### config.mk
export PLATFORM = sky130hd
export DESIGN_NAME = pll_ref_n_divider_solver
export DESIGN_NICKNAME = d
export VERILOG_FILES = /design/src/sv/prnds_pkg.sv /design/src/sv/pll_ref_n_divider_solver.sv
export SDC_FILE = /design/constraint.sdc
export NUM_CORES = 1
export LEC_CHECK = 0
export BUFFER_PORTS_ARGS = -buffer_cell sky130_fd_sc_hd__buf_2
export CAP_MARGIN = 20
export CORE_ASPECT_RATIO = 1.4
export CORE_MARGIN = 5
export CORE_UTILIZATION = 35
export CTS_CLUSTER_DIAMETER = 200
export CTS_CLUSTER_SIZE = 14
export DETAILED_ROUTE_END_ITERATION = 16
export GPL_TIMING_DRIVEN = 0
export PLACE_DENSITY = 0.49
export SKIP_CTS_REPAIR_TIMING = 1
export SLEW_MARGIN = 10
export SYNTH_ARGS = -nofsm -noshare
export SYNTH_HDL_FRONTEND = slang
export SYNTH_SLANG_ARGS = --single-unit
### constraint.sdc
create_clock -name clk_i -period 5.4 [get_ports clk_i]
set_input_delay 0.81 -clock clk_i [delete_from_list [all_inputs] [get_ports clk_i]]
set_output_delay 0.81 -clock clk_i [all_outputs]
set_load 0.02 [all_outputs]
### src/sv/prnds_pkg.sv
// prnds_pkg: widths, status codes, payload structs and the microcode rom
// for the pll reference/feedback divider solver. no dependencies.

package prnds_pkg;

  // datapath and divider widths
  localparam int FreqWidth = 32;
  localparam int RBits     = 14;
  localparam int NBits     = 13;
  localparam int CntW      = $clog2(FreqWidth);

  localparam logic [63:0] RMax64 = (64'd1 << RBits) - 64'd1;
  localparam logic [63:0] NMax64 = (64'd1 << NBits) - 64'd1;

  // result status codes
  localparam logic [1:0] StOk        = 2'd0;
  localparam logic [1:0] StBothZero  = 2'd1;
  localparam logic [1:0] StSaturated = 2'd2;

  typedef struct packed {
    logic [FreqWidth-1:0] ref_hz;
    logic [FreqWidth-1:0] vco_hz;
  } in_t;

  typedef struct packed {
    logic [FreqWidth-1:0] comparison_hz;
    logic [RBits-1:0]     r_count;
    logic [NBits-1:0]     n_count;
    logic [1:0]           status;
  } out_t;

  // microcode
  localparam int PcW = 3;

  typedef enum logic [2:0] {
    OP_NOP,
    OP_MOD,
    OP_GCD,
    OP_DIV_R,
    OP_DIV_N,
    OP_EMIT,
    OP_EMIT_ZERO
  } op_e;

  typedef enum logic [1:0] {
    COND_NEXT,
    COND_ALWAYS,
    COND_BOTH_ZERO,
    COND_ANY_ZERO
  } cond_e;

  typedef struct packed {
    op_e            op;
    cond_e          cond;
    logic [PcW-1:0] target;
  } uop_t;

  // program addresses
  localparam logic [PcW-1:0] PcEntry    = 3'd0;
  localparam logic [PcW-1:0] PcTest     = 3'd1;
  localparam logic [PcW-1:0] PcMod      = 3'd2;
  localparam logic [PcW-1:0] PcGcd      = 3'd3;
  localparam logic [PcW-1:0] PcDivR     = 3'd4;
  localparam logic [PcW-1:0] PcDivN     = 3'd5;
  localparam logic [PcW-1:0] PcEmit     = 3'd6;
  localparam logic [PcW-1:0] PcEmitZero = 3'd7;

  function automatic uop_t ucode(input logic [PcW-1:0] pc);
    uop_t u;
    unique case (pc)
      PcEntry:    u = '{op: OP_NOP,       cond: COND_BOTH_ZERO, target: PcEmitZero};
      PcTest:     u = '{op: OP_NOP,       cond: COND_ANY_ZERO,  target: PcGcd};
      PcMod:      u = '{op: OP_MOD,       cond: COND_ALWAYS,    target: PcTest};
      PcGcd:      u = '{op: OP_GCD,       cond: COND_NEXT,      target: PcEntry};
      PcDivR:     u = '{op: OP_DIV_R,     cond: COND_NEXT,      target: PcEntry};
      PcDivN:     u = '{op: OP_DIV_N,     cond: COND_NEXT,      target: PcEntry};
      PcEmit:     u = '{op: OP_EMIT,      cond: COND_NEXT,      target: PcEntry};
      PcEmitZero: u = '{op: OP_EMIT_ZERO, cond: COND_NEXT,      target: PcEntry};
      default:    u = '{op: OP_NOP,       cond: COND_NEXT,      target: PcEntry};
    endcase
    return u;
  endfunction

endpackage

### src/sv/pll_ref_n_divider_solver.sv
// pll_ref_n_divider_solver: gcd of reference and vco frequency, then R and N
// dividers. depends on prnds_pkg (widths, structs, microcode rom).
//
// both inputs zero: the entry step jumps straight to a zero result with status StBothZero
// throughput: one item at a time; the bit-serial divider (one quotient bit per
//   cycle, shared by every remainder and both divider quotients) sets the time
// reset: rst_ni async active low, clears sequencer, divider run flag and output valid

module pll_ref_n_divider_solver (
  input  logic             clk_i,
  input  logic             rst_ni,
  input  logic             in_valid_i,
  output logic             in_stall_o,
  input  prnds_pkg::in_t   in_data_i,
  output logic             out_valid_o,
  input  logic             out_stall_i,
  output prnds_pkg::out_t  out_data_o
);

  localparam int FW = prnds_pkg::FreqWidth;

  // sequencer state
  logic                           busy_q, busy_d;
  logic [prnds_pkg::PcW-1:0]      pc_q, pc_d;
  logic                           run_q, run_d;
  logic [prnds_pkg::CntW-1:0]     cnt_q, cnt_d;
  logic                           out_valid_q, out_valid_d;

  // datapath registers
  logic [FW-1:0]              a_q, b_q, g_q, ref_q, vco_q;
  logic [FW-1:0]              rem_q, quo_q, dvs_q;
  logic                       mod_sel_q;
  logic [prnds_pkg::RBits-1:0] r_q;
  logic [prnds_pkg::NBits-1:0] n_q;
  logic                       r_sat_q, n_sat_q;
  prnds_pkg::out_t            out_q;

  prnds_pkg::uop_t uop;
  logic            in_xfer, out_free, is_div, div_start, div_last;
  logic            step_done, take_jump, a_ge_b;
  logic [FW-1:0]   dividend, divisor;
  logic [FW:0]     rem_shift, diff;
  logic [FW-1:0]   rem_next, quo_next;
  logic            r_sat, n_sat;

  assign uop      = prnds_pkg::ucode(pc_q);
  assign in_xfer  = in_valid_i && !busy_q;
  assign out_free = !out_valid_q || !out_stall_i;
  assign a_ge_b   = (a_q >= b_q);

  assign is_div = (uop.op == prnds_pkg::OP_MOD) || (uop.op == prnds_pkg::OP_DIV_R) ||
                  (uop.op == prnds_pkg::OP_DIV_N);
  assign div_start = busy_q && is_div && !run_q;
  assign div_last  = busy_q && is_div && run_q && (cnt_q == '0);

  // operand select for the shared divider
  always_comb begin
    unique case (uop.op)
      prnds_pkg::OP_MOD: begin
        dividend = a_ge_b ? a_q : b_q;
        divisor  = a_ge_b ? b_q : a_q;
      end
      prnds_pkg::OP_DIV_R: begin
        dividend = ref_q;
        divisor  = g_q;
      end
      prnds_pkg::OP_DIV_N: begin
        dividend = vco_q;
        divisor  = g_q;
      end
      default: begin
        dividend = ref_q;
        divisor  = g_q;
      end
    endcase
  end

  // one restoring divide step per cycle
  always_comb begin
    rem_shift = {rem_q, quo_q[FW-1]};
    diff      = rem_shift - {1'b0, dvs_q};
    if (!diff[FW]) begin
      rem_next = diff[FW-1:0];
      quo_next = {quo_q[FW-2:0], 1'b1};
    end else begin
      rem_next = rem_shift[FW-1:0];
      quo_next = {quo_q[FW-2:0], 1'b0};
    end
  end

  // saturation of the final quotient
  assign r_sat = 64'(quo_next) > prnds_pkg::RMax64;
  assign n_sat = 64'(quo_next) > prnds_pkg::NMax64;

  // microcode sequencer: advance when the step finishes, branch on condition
  always_comb begin
    unique case (uop.op)
      prnds_pkg::OP_MOD, prnds_pkg::OP_DIV_R, prnds_pkg::OP_DIV_N: step_done = div_last;
      prnds_pkg::OP_EMIT, prnds_pkg::OP_EMIT_ZERO:                 step_done = out_free;
      default:                                                     step_done = 1'b1;
    endcase

    unique case (uop.cond)
      prnds_pkg::COND_NEXT:      take_jump = 1'b0;
      prnds_pkg::COND_ALWAYS:    take_jump = 1'b1;
      prnds_pkg::COND_BOTH_ZERO: take_jump = (a_q == '0) && (b_q == '0);
      prnds_pkg::COND_ANY_ZERO:  take_jump = (a_q == '0) || (b_q == '0);
      default:                   take_jump = 1'b0;
    endcase

    busy_d      = busy_q;
    pc_d        = pc_q;
    run_d       = run_q;
    cnt_d       = cnt_q;
    out_valid_d = out_valid_q && out_stall_i;

    if (in_xfer) begin
      busy_d = 1'b1;
      pc_d   = prnds_pkg::PcEntry;
    end else if (busy_q) begin
      if (div_start) begin
        run_d = 1'b1;
        cnt_d = prnds_pkg::CntW'(FW - 1);
      end else if (run_q) begin
        cnt_d = cnt_q - prnds_pkg::CntW'(1);
        if (div_last) begin
          run_d = 1'b0;
        end
      end
      if (step_done) begin
        if ((uop.op == prnds_pkg::OP_EMIT) || (uop.op == prnds_pkg::OP_EMIT_ZERO)) begin
          // result goes to the output register, sequencer returns to idle
          busy_d      = 1'b0;
          out_valid_d = 1'b1;
        end else if (take_jump) begin
          pc_d = uop.target;
        end else begin
          pc_d = pc_q + prnds_pkg::PcW'(1);
        end
      end
    end
  end

  // control state and registered output valid
  always_ff @(posedge clk_i or negedge rst_ni) begin
    if (!rst_ni) begin
      busy_q      <= 1'b0;
      pc_q        <= prnds_pkg::PcEntry;
      run_q       <= 1'b0;
      cnt_q       <= '0;
      out_valid_q <= 1'b0;
    end else begin
      busy_q      <= busy_d;
      pc_q        <= pc_d;
      run_q       <= run_d;
      cnt_q       <= cnt_d;
      out_valid_q <= out_valid_d;
    end
  end

  // datapath, no reset needed
  always_ff @(posedge clk_i) begin
    if (in_xfer) begin
      ref_q <= FW'(in_data_i.ref_hz);
      vco_q <= FW'(in_data_i.vco_hz);
      a_q   <= FW'(in_data_i.ref_hz);
      b_q   <= FW'(in_data_i.vco_hz);
    end

    if (div_start) begin
      rem_q     <= '0;
      quo_q     <= dividend;
      dvs_q     <= divisor;
      mod_sel_q <= a_ge_b;
    end else if (run_q) begin
      rem_q <= rem_next;
      quo_q <= quo_next;
    end

    // write back at the last divide step
    if (div_last) begin
      unique case (uop.op)
        prnds_pkg::OP_MOD: begin
          if (mod_sel_q) begin
            a_q <= rem_next;
          end else begin
            b_q <= rem_next;
          end
        end
        prnds_pkg::OP_DIV_R: begin
          r_sat_q <= r_sat;
          r_q     <= r_sat ? '1 : prnds_pkg::RBits'(quo_next);
        end
        prnds_pkg::OP_DIV_N: begin
          n_sat_q <= n_sat;
          n_q     <= n_sat ? '1 : prnds_pkg::NBits'(quo_next);
        end
        default: begin
        end
      endcase
    end

    // one of a, b is zero here, so the sum is the gcd
    if (busy_q && (uop.op == prnds_pkg::OP_GCD)) begin
      g_q <= a_q + b_q;
    end

    if (busy_q && out_free && (uop.op == prnds_pkg::OP_EMIT)) begin
      out_q.comparison_hz <= g_q;
      out_q.r_count       <= r_q;
      out_q.n_count       <= n_q;
      out_q.status        <= (r_sat_q || n_sat_q) ? prnds_pkg::StSaturated : prnds_pkg::StOk;
    end else if (busy_q && out_free && (uop.op == prnds_pkg::OP_EMIT_ZERO)) begin
      out_q.comparison_hz <= '0;
      out_q.r_count       <= '0;
      out_q.n_count       <= '0;
      out_q.status        <= prnds_pkg::StBothZero;
    end
  end

  assign in_stall_o  = busy_q;
  assign out_valid_o = out_valid_q;
  assign out_data_o  = out_q;

endmodule

# Word-level counts from Yosys, hierarchy flattened
# Memories as Yosys holds them, arrays and structs flattened.
# Index checks and enable logic that the tools add are counted.
dict set report word_totals {
  regBits 358
  romBits 64
  inputBits 68
  out_inout_bits 63
  word_cells 116
  mem_count 1
}
dict set report classes {
  add_sub_neg 4
  order_cmp 3
  n_eq_ne 10
  n_mux 39
  n_bitwise 1
  reduce_logical 36
}
# name depth width rd rd_clocked_by_memory_dff write_ports line_no
set mem_list {}
lappend mem_list {{(no name shown)} 8 8 1 0 0 prnds_pkg.sv:70} ;# unique case (pc)
# cell count
set ops {}
lappend ops {{two-way mux 32 bit} 14}
lappend ops {{two-way mux 61 bit} 2}
lappend ops {{zero test 32 bit} 2}
lappend ops {{one-hot mux 32 bit (2 select lines)} 1}
lappend ops {{subtractor 33 x 32 -> 33 bit} 1}
lappend ops {{adder 32 bit} 1}
lappend ops {{>= comparator 32 bit} 1}
lappend ops {{greater-than comparator 32 x 13 -> 1 bit, second input constant} 1}
lappend ops {{greater-than comparator 32 x 14 -> 1 bit, second input constant} 1}
lappend ops {{two-way mux 3 bit} 5}
lappend ops {{two-way mux 1 bit} 12}
lappend ops {{logical AND 1 bit} 11}
lappend ops {{two-way mux 5 bit} 2}
lappend ops {{== test 3 bit, second input constant} 3}
lappend ops {{nonzero test 2 bit} 4}
lappend ops {{== test 3 x 2 -> 1 bit, second input constant} 2}
lappend ops {{logical OR 1 bit} 6}
lappend ops {{AND reduction 2 bit} 3}
lappend ops {{AND reduction 3 bit} 2}
lappend ops {{zero test 5 bit} 1}
lappend ops {{subtractor 5 x 1 -> 5 bit, second input constant} 1}
lappend ops {{== test 2 bit, second input constant} 2}
lappend ops {{zero test 1 bit} 4}
lappend ops {{one-hot mux 1 bit (4 select lines)} 1}
lappend ops {{10 further kinds} 10}

# Longest topological paths before layout
# An unclocked memory read counts as a cell.
dict set report depth {
  depth_word 11
  mapped_depth 14
  mapped_depth_nobuf 12
}

# Worst setup path before layout
# No wires, ideal clock.
dict set report synth_timing {
  kind {register to register}
  startpoint {register pc_q[0] in the netlist's numbering}
  endpoint {register out_q, in the netlist out_data_o[0], enable pin}
  setup_ps 480
  arrival_time_ps 3742
  required_time_ps 4920
  slack_ps 1178
  path_stages_with_launch 6
  path_buffers 0
  synth_period_minus_slack_ps 4222
  path_cell_list {dfrtp_1 inv_1 ha_1 and2b_2 o21ai_0 nor2_1}
}
dict set report synth_between {
  elab_chain_cells 4
  elab_cells_between_ends 6
  classes_between {eq/ne: 2; reduce/logical: 3; memory: 1}
}
# element line_no
set synth_rtl {}
lappend synth_rtl {{from (decl)} pll_ref_n_divider_solver.sv:24} ;# logic [prnds_pkg::PcW-1:0] pc_q, pc_d;
lappend synth_rtl {{from (signal assigned)} pll_ref_n_divider_solver.sv:148} ;# pc_q <= prnds_pkg::PcEntry;
lappend synth_rtl {{from (signal assigned)} pll_ref_n_divider_solver.sv:154} ;# pc_q <= pc_d;
lappend synth_rtl {{memory read (8 x 8 bit) (*)} n/a}
lappend synth_rtl {{== test 3 bit (on tied branches)} {pll_ref_n_divider_solver.sv:208, pll_ref_n_divider_solver.sv:213}}
lappend synth_rtl {{logical AND 1 bit (on tied branches)} {pll_ref_n_divider_solver.sv:208, pll_ref_n_divider_solver.sv:213}}
lappend synth_rtl {{nonzero test 2 bit (no source line) (*)} n/a}
lappend synth_rtl {{to (decl)} pll_ref_n_divider_solver.sv:36} ;# prnds_pkg::out_t out_q;
# Mark *: on every way between the ends. The rest lies on a longest branch, timed or not.
# A chain may end at the register's enable or synchronous reset.

# Worst setup path in the final report
dict set report layout_timing {
  startpoint {register pc_q[1] in the netlist's numbering}
  endpoint {register dvs_q[29], enable pin}
}
dict set report layout_between {
  elab_chain_cells 6
  elab_cells_between_ends 8
  classes_between {eq/ne: 3; reduce/logical: 4; memory: 1}
}
# element line_no
set layout_rtl {}
lappend layout_rtl {{memory read (8 x 8 bit) (*)} n/a}
lappend layout_rtl {{== test 3 x 1 -> 1 bit or == test 3 x 2 -> 1 bit (tied branches)} pll_ref_n_divider_solver.sv:51} ;# assign is_div = (uop.op == prnds_pkg::OP_MOD) || (uop.op == prnds_pkg::OP_DIV_R) ||
lappend layout_rtl {{logical OR 1 bit} pll_ref_n_divider_solver.sv:51}
lappend layout_rtl {{logical OR 1 bit (*)} pll_ref_n_divider_solver.sv:51}
lappend layout_rtl {{logical AND 1 bit (*) (2 in a row)} pll_ref_n_divider_solver.sv:53} ;# assign div_start = busy_q && is_div && !run_q;
lappend layout_rtl {{via div_start} pll_ref_n_divider_solver.sv:39} ;# logic in_xfer, out_free, is_div, div_start, div_last;
lappend layout_rtl {{to (signal assigned)} pll_ref_n_divider_solver.sv:173} ;# dvs_q <= divisor;
lappend layout_rtl {{to (decl)} pll_ref_n_divider_solver.sv:31} ;# logic [FW-1:0] rem_q, quo_q, dvs_q;
# Mark *: on every way through the listed nets, which the timed path passes. The rest lies on a longest branch.

==> impl_metrics.py <==
metrics = {
    "finish": {
        "drive_gt1_share_pct": 12.9,
        "n_antenna_cell": 0,
        "syn2layout_area_growth_pct": 13.4,
        "regArea_um2": 9730,
        "nets": 2221,
        "num-fill-cells": 5447,
        "multiInputGateArea_um2": 8660,
    },
    "placed_design": {
        "post-place-ws_ns": 1.05,
        "portBuffers": 130,
        "hpwl_um": 52800,
        "gp_congestion": 0.916,
    },
    "global_route": {
        "gr-total-overflow": 0,
        "grt.total_usage_pct": 21.8,
        "grt_pass1_vias": 15200,
        "grt_max_degree": 56,
        "antenna_found_initial": 0,
        "grt_pass1_wl_um": 98600,
    },
    "synthesis": {
        "netlist_instances": 1878,
        "synth_cell_types": 76,
        "synth_seq_cells": 358,
        "async_flop_share_pct": 3.07,
        "synth_edf_count": 251,
        "yosys_warnings": 0,
        "synth.avg_cell_area_um2": 10.3,
        "synth_top_area_cell": "edfxtp_1",
        "synthesis.area_um2": 19300,
        "yosysSeqAreaShare_pct": 50.6,
        "synth_top_area_share_pct": 39.1,
        "synthTopCellsByArea": "edfxtp_1 39%, dfxtp_1 10%, ha_1 6.8%",
        "synth_flop_cell": "edfxtp_1",
        "syn_nets": 2052,
    },
    "sta": {
        "slew_viol_final": 0,
        "period_minus_slack_ns": 4.51,
        "holdWs_ns": 0.0850,
        "timing.clock.skew_ns": 0.0233,
        "setup_ws_ns": 0.895,
        "rsz0062_at_grt": "false",
        "tns_ns": 0,
        "finalSetupViolCount": 0,
        "timing.fmax_mhz": 222,
        "hold_viol_final": 0,
        "slew_headroom_pct": 21.0,
        "worst_slew_pin_slew_ns": 1.19,
        "timing.final.crit_share_pct": 83.4,
    },
    "floorplan": {
        "start_util_pct": 35.4,
        "core_um2": 54300,
        "dieHeight_um": 288,
        "die_w_um": 208,
        "die-area_um2": 59900,
        "io_pins": 131,
        "row_count": 101,
    },
    "cts": {
        "path_clk_slew_ns": 0.07,
        "clk-insertion-delay-late_ns": 0.60,
        "clock_path_buffers": 3,
        "cts.sinks": 358,
        "numCtsBuffers": 29,
        "ctsRootBufferMaster": "clkbuf_16",
        "cts-htree-levels": 1,
        "cts_tree": "done",
    },
    "worst_setup_path": {
        "critPathRequiredTime_ns": 5.73,
        "arrival_ns": 4.84,
        "r2r_setup_slack_ns": 0.89,
        "path_max_fanout": 27,
        "cp-end-kind": "flip-flop",
        "timing.rr.start": "pc_q[1]",
        "worstSetupStartpointType": "flip-flop",
        "path_class": "flip-flop to flip-flop",
        "r2r-end": "dvs_q[29]",
        "reg2reg_depth": 12,
    },
    "pwr": {
        "p_int_mw": 7.65,
        "sequentialPowerShare_pct": 33.3,
        "p_comb_share_pct": 52.2,
        "pwr-share-clk_pct": 14.4,
        "p_total_mw": 14.2,
        "p_switching_mw": 6.54,
        "switching_share_pct": 46.1,
        "power.density_nw_per_um2": 650,
        "leakage_nw": 8.46,
        "ir_worst_vdd_mv": 0.302,
    },
    "detailed_routing": {
        "drc": 0,
        "drt-initial-drc-count": 1096,
        "drt_wl_total_um": 67900,
        "vias": 15200,
        "antenna_left": 0,
        "drt_first_pass_iters": 5,
        "avgViaCountPerCell": 5.44,
        "wl_per_cell_um": 24.3,
    },
    "outcome": {
        "status": "finished clean",
    },
    "run": {
        "drv_cap": 0,
    },
    "hold_path": {
        "min_path_type": "primary input to asynchronous set/reset pin",
    },
}
-- stage by stage --
stage	instances	cell area, um2	util, %
floorplan	1878	19300	-
CTS	2791	21800	40.2
detailed placement	2737	21000	38.6
finish	2791	21800	40.2
global route	2791	21800	40.2
global placement	2729	20800	38.3
-- critical path, stage by stage (launching register included) --
cell and delay (ns):
dfrtp_1 0.53, inv_1 0.16, ha_1 0.17, and2b_2 0.26
and3_1 0.18, buf_2 0.22, nor2_1 0.72, a21o_1 0.36
nand2b_1 0.13, buf_2 0.34, inv_1 0.25, clkbuf_2 0.54
buf_16 0.36
-- final cells by class --
type / instances / area share [%]
clock inverter: 2 / 0.0802
clock buffer: 52 / 3.72
multi-input combinational: 1302 / 39.7
timing repair buffer: 138 / 3.73
inverter: 115 / 1.98
buffer: 103 / 2.12
sequential: 358 / 44.6
tap: 721 / 4.13
-- layer usage --
| layer | vias to the layer above | GRT usage [%] | part of all wire, % |
|---|---|---|---|
| met2 | 492 | 39.9 | 51 |
| met1 | 7458 | 25.5 | 39 |
| met5 | - | 0 | 0 |
| li1 | 7116 | - | - |
| met3 | 130 | 2.21 | 4.4 |
| met4 | 0 | 10.1 | 5.3 |
-- registers in the layout (all words and copies together), names as in the netlist --
| name | count |
|---|---|
| in_stall_o | 1 |
| out_valid_o | 1 |
| cnt_q | 5 |
| rem_q | 32 |
| ref_q | 32 |
| vco_q | 32 |
| n_sat_q | 1 |
| out_data_o | 61 |
| r_q | 14 |
| mod_sel_q | 1 |
| quo_q | 32 |
| b_q | 32 |
| pc_q | 3 |
| a_q | 32 |
| g_q | 32 |
| r_sat_q | 1 |
| dvs_q | 32 |
| run_q | 1 |
| n_q | 13 |
-- Yosys cell counts, drive strengths merged, types with 14 or more instances --
| library cell | count |
|---|---|
| a211oi | 69 |
| nand2b | 24 |
| nand3 | 24 |
| nor2 | 178 |
| and2 | 63 |
| xnor2 | 35 |
| a21o | 19 |
| ha | 104 |
| nor4 | 22 |
| inv | 115 |
| edfxtp | 251 |
| o21ai | 73 |
| nand2 | 129 |
| dfxtp | 96 |
| nor2b | 43 |
| buf | 32 |
| xor2 | 22 |
| a221oi | 36 |
| nor3 | 21 |
| clkbuf | 71 |
| mux2i | 63 |
| mux2 | 34 |
| or2 | 14 |
| nand4 | 15 |
| a21oi | 201 |
-- power by group through the flow --
stage | sequential [mW] | clock [mW] | combinational [mW]
after floorplan | 4.47 | 0 | 5.06
after global placement | 4.79 | 0 | 7.25
after detailed placement | 4.78 | 0 | 7.37
after CTS | 4.72 | 2.10 | 7.41
after global routing | 4.81 | 2.19 | 8.05
final | 4.73 | 2.05 | 7.41
-- logic make-up after synthesis --
family | after synthesis | synth area share, %
and+or+nand+nor | 562 | 14.3
AOI/OAI and AO/OA | 480 | 15.7
DFF | 358 | 50.6
buffers and inverters | 218 | 4.63
adders and majority gates | 106 | 6.97
muxes | 97 | 5.26
xor gates and xnor gates | 57 | 2.59
-- worst max path at each step --
stage          startpoint             end  slack [ns]  depth (start not counted)
2_1_floorplan     pc_q[0]   out_data_o[0]        1.18                          5
3_3_place_gp      pc_q[1]  out_data_o[45]       -0.97                          5
3_5_place_dp      pc_q[1]       dvs_q[26]        1.05                         12
4_1_cts           pc_q[1]       dvs_q[29]        1.02                         12
5_1_grt           pc_q[1]       dvs_q[29]        0.90                         12
6_report          pc_q[1]       dvs_q[29]        0.89                         12
-- cell usage in the layout, fill, tap and decap left out, drive strengths merged, types with 14 or more instances in the layout --
cell type	count
nand4	15
nor4	22
mux2	34
xor2	22
a21o	19
nor3	21
edfxtp	251
and2	63
mux2i	63
ha	104
nand2	129
nand2b	24
dfxtp	96
xnor2	35
a221oi	36
a211oi	69
or2	14
nor2b	43
o21ai	73
nor2	178
clkbuf	123
nand3	24
inv	116
buf	170
a21oi	201
(Power assumes the default switching activity.)
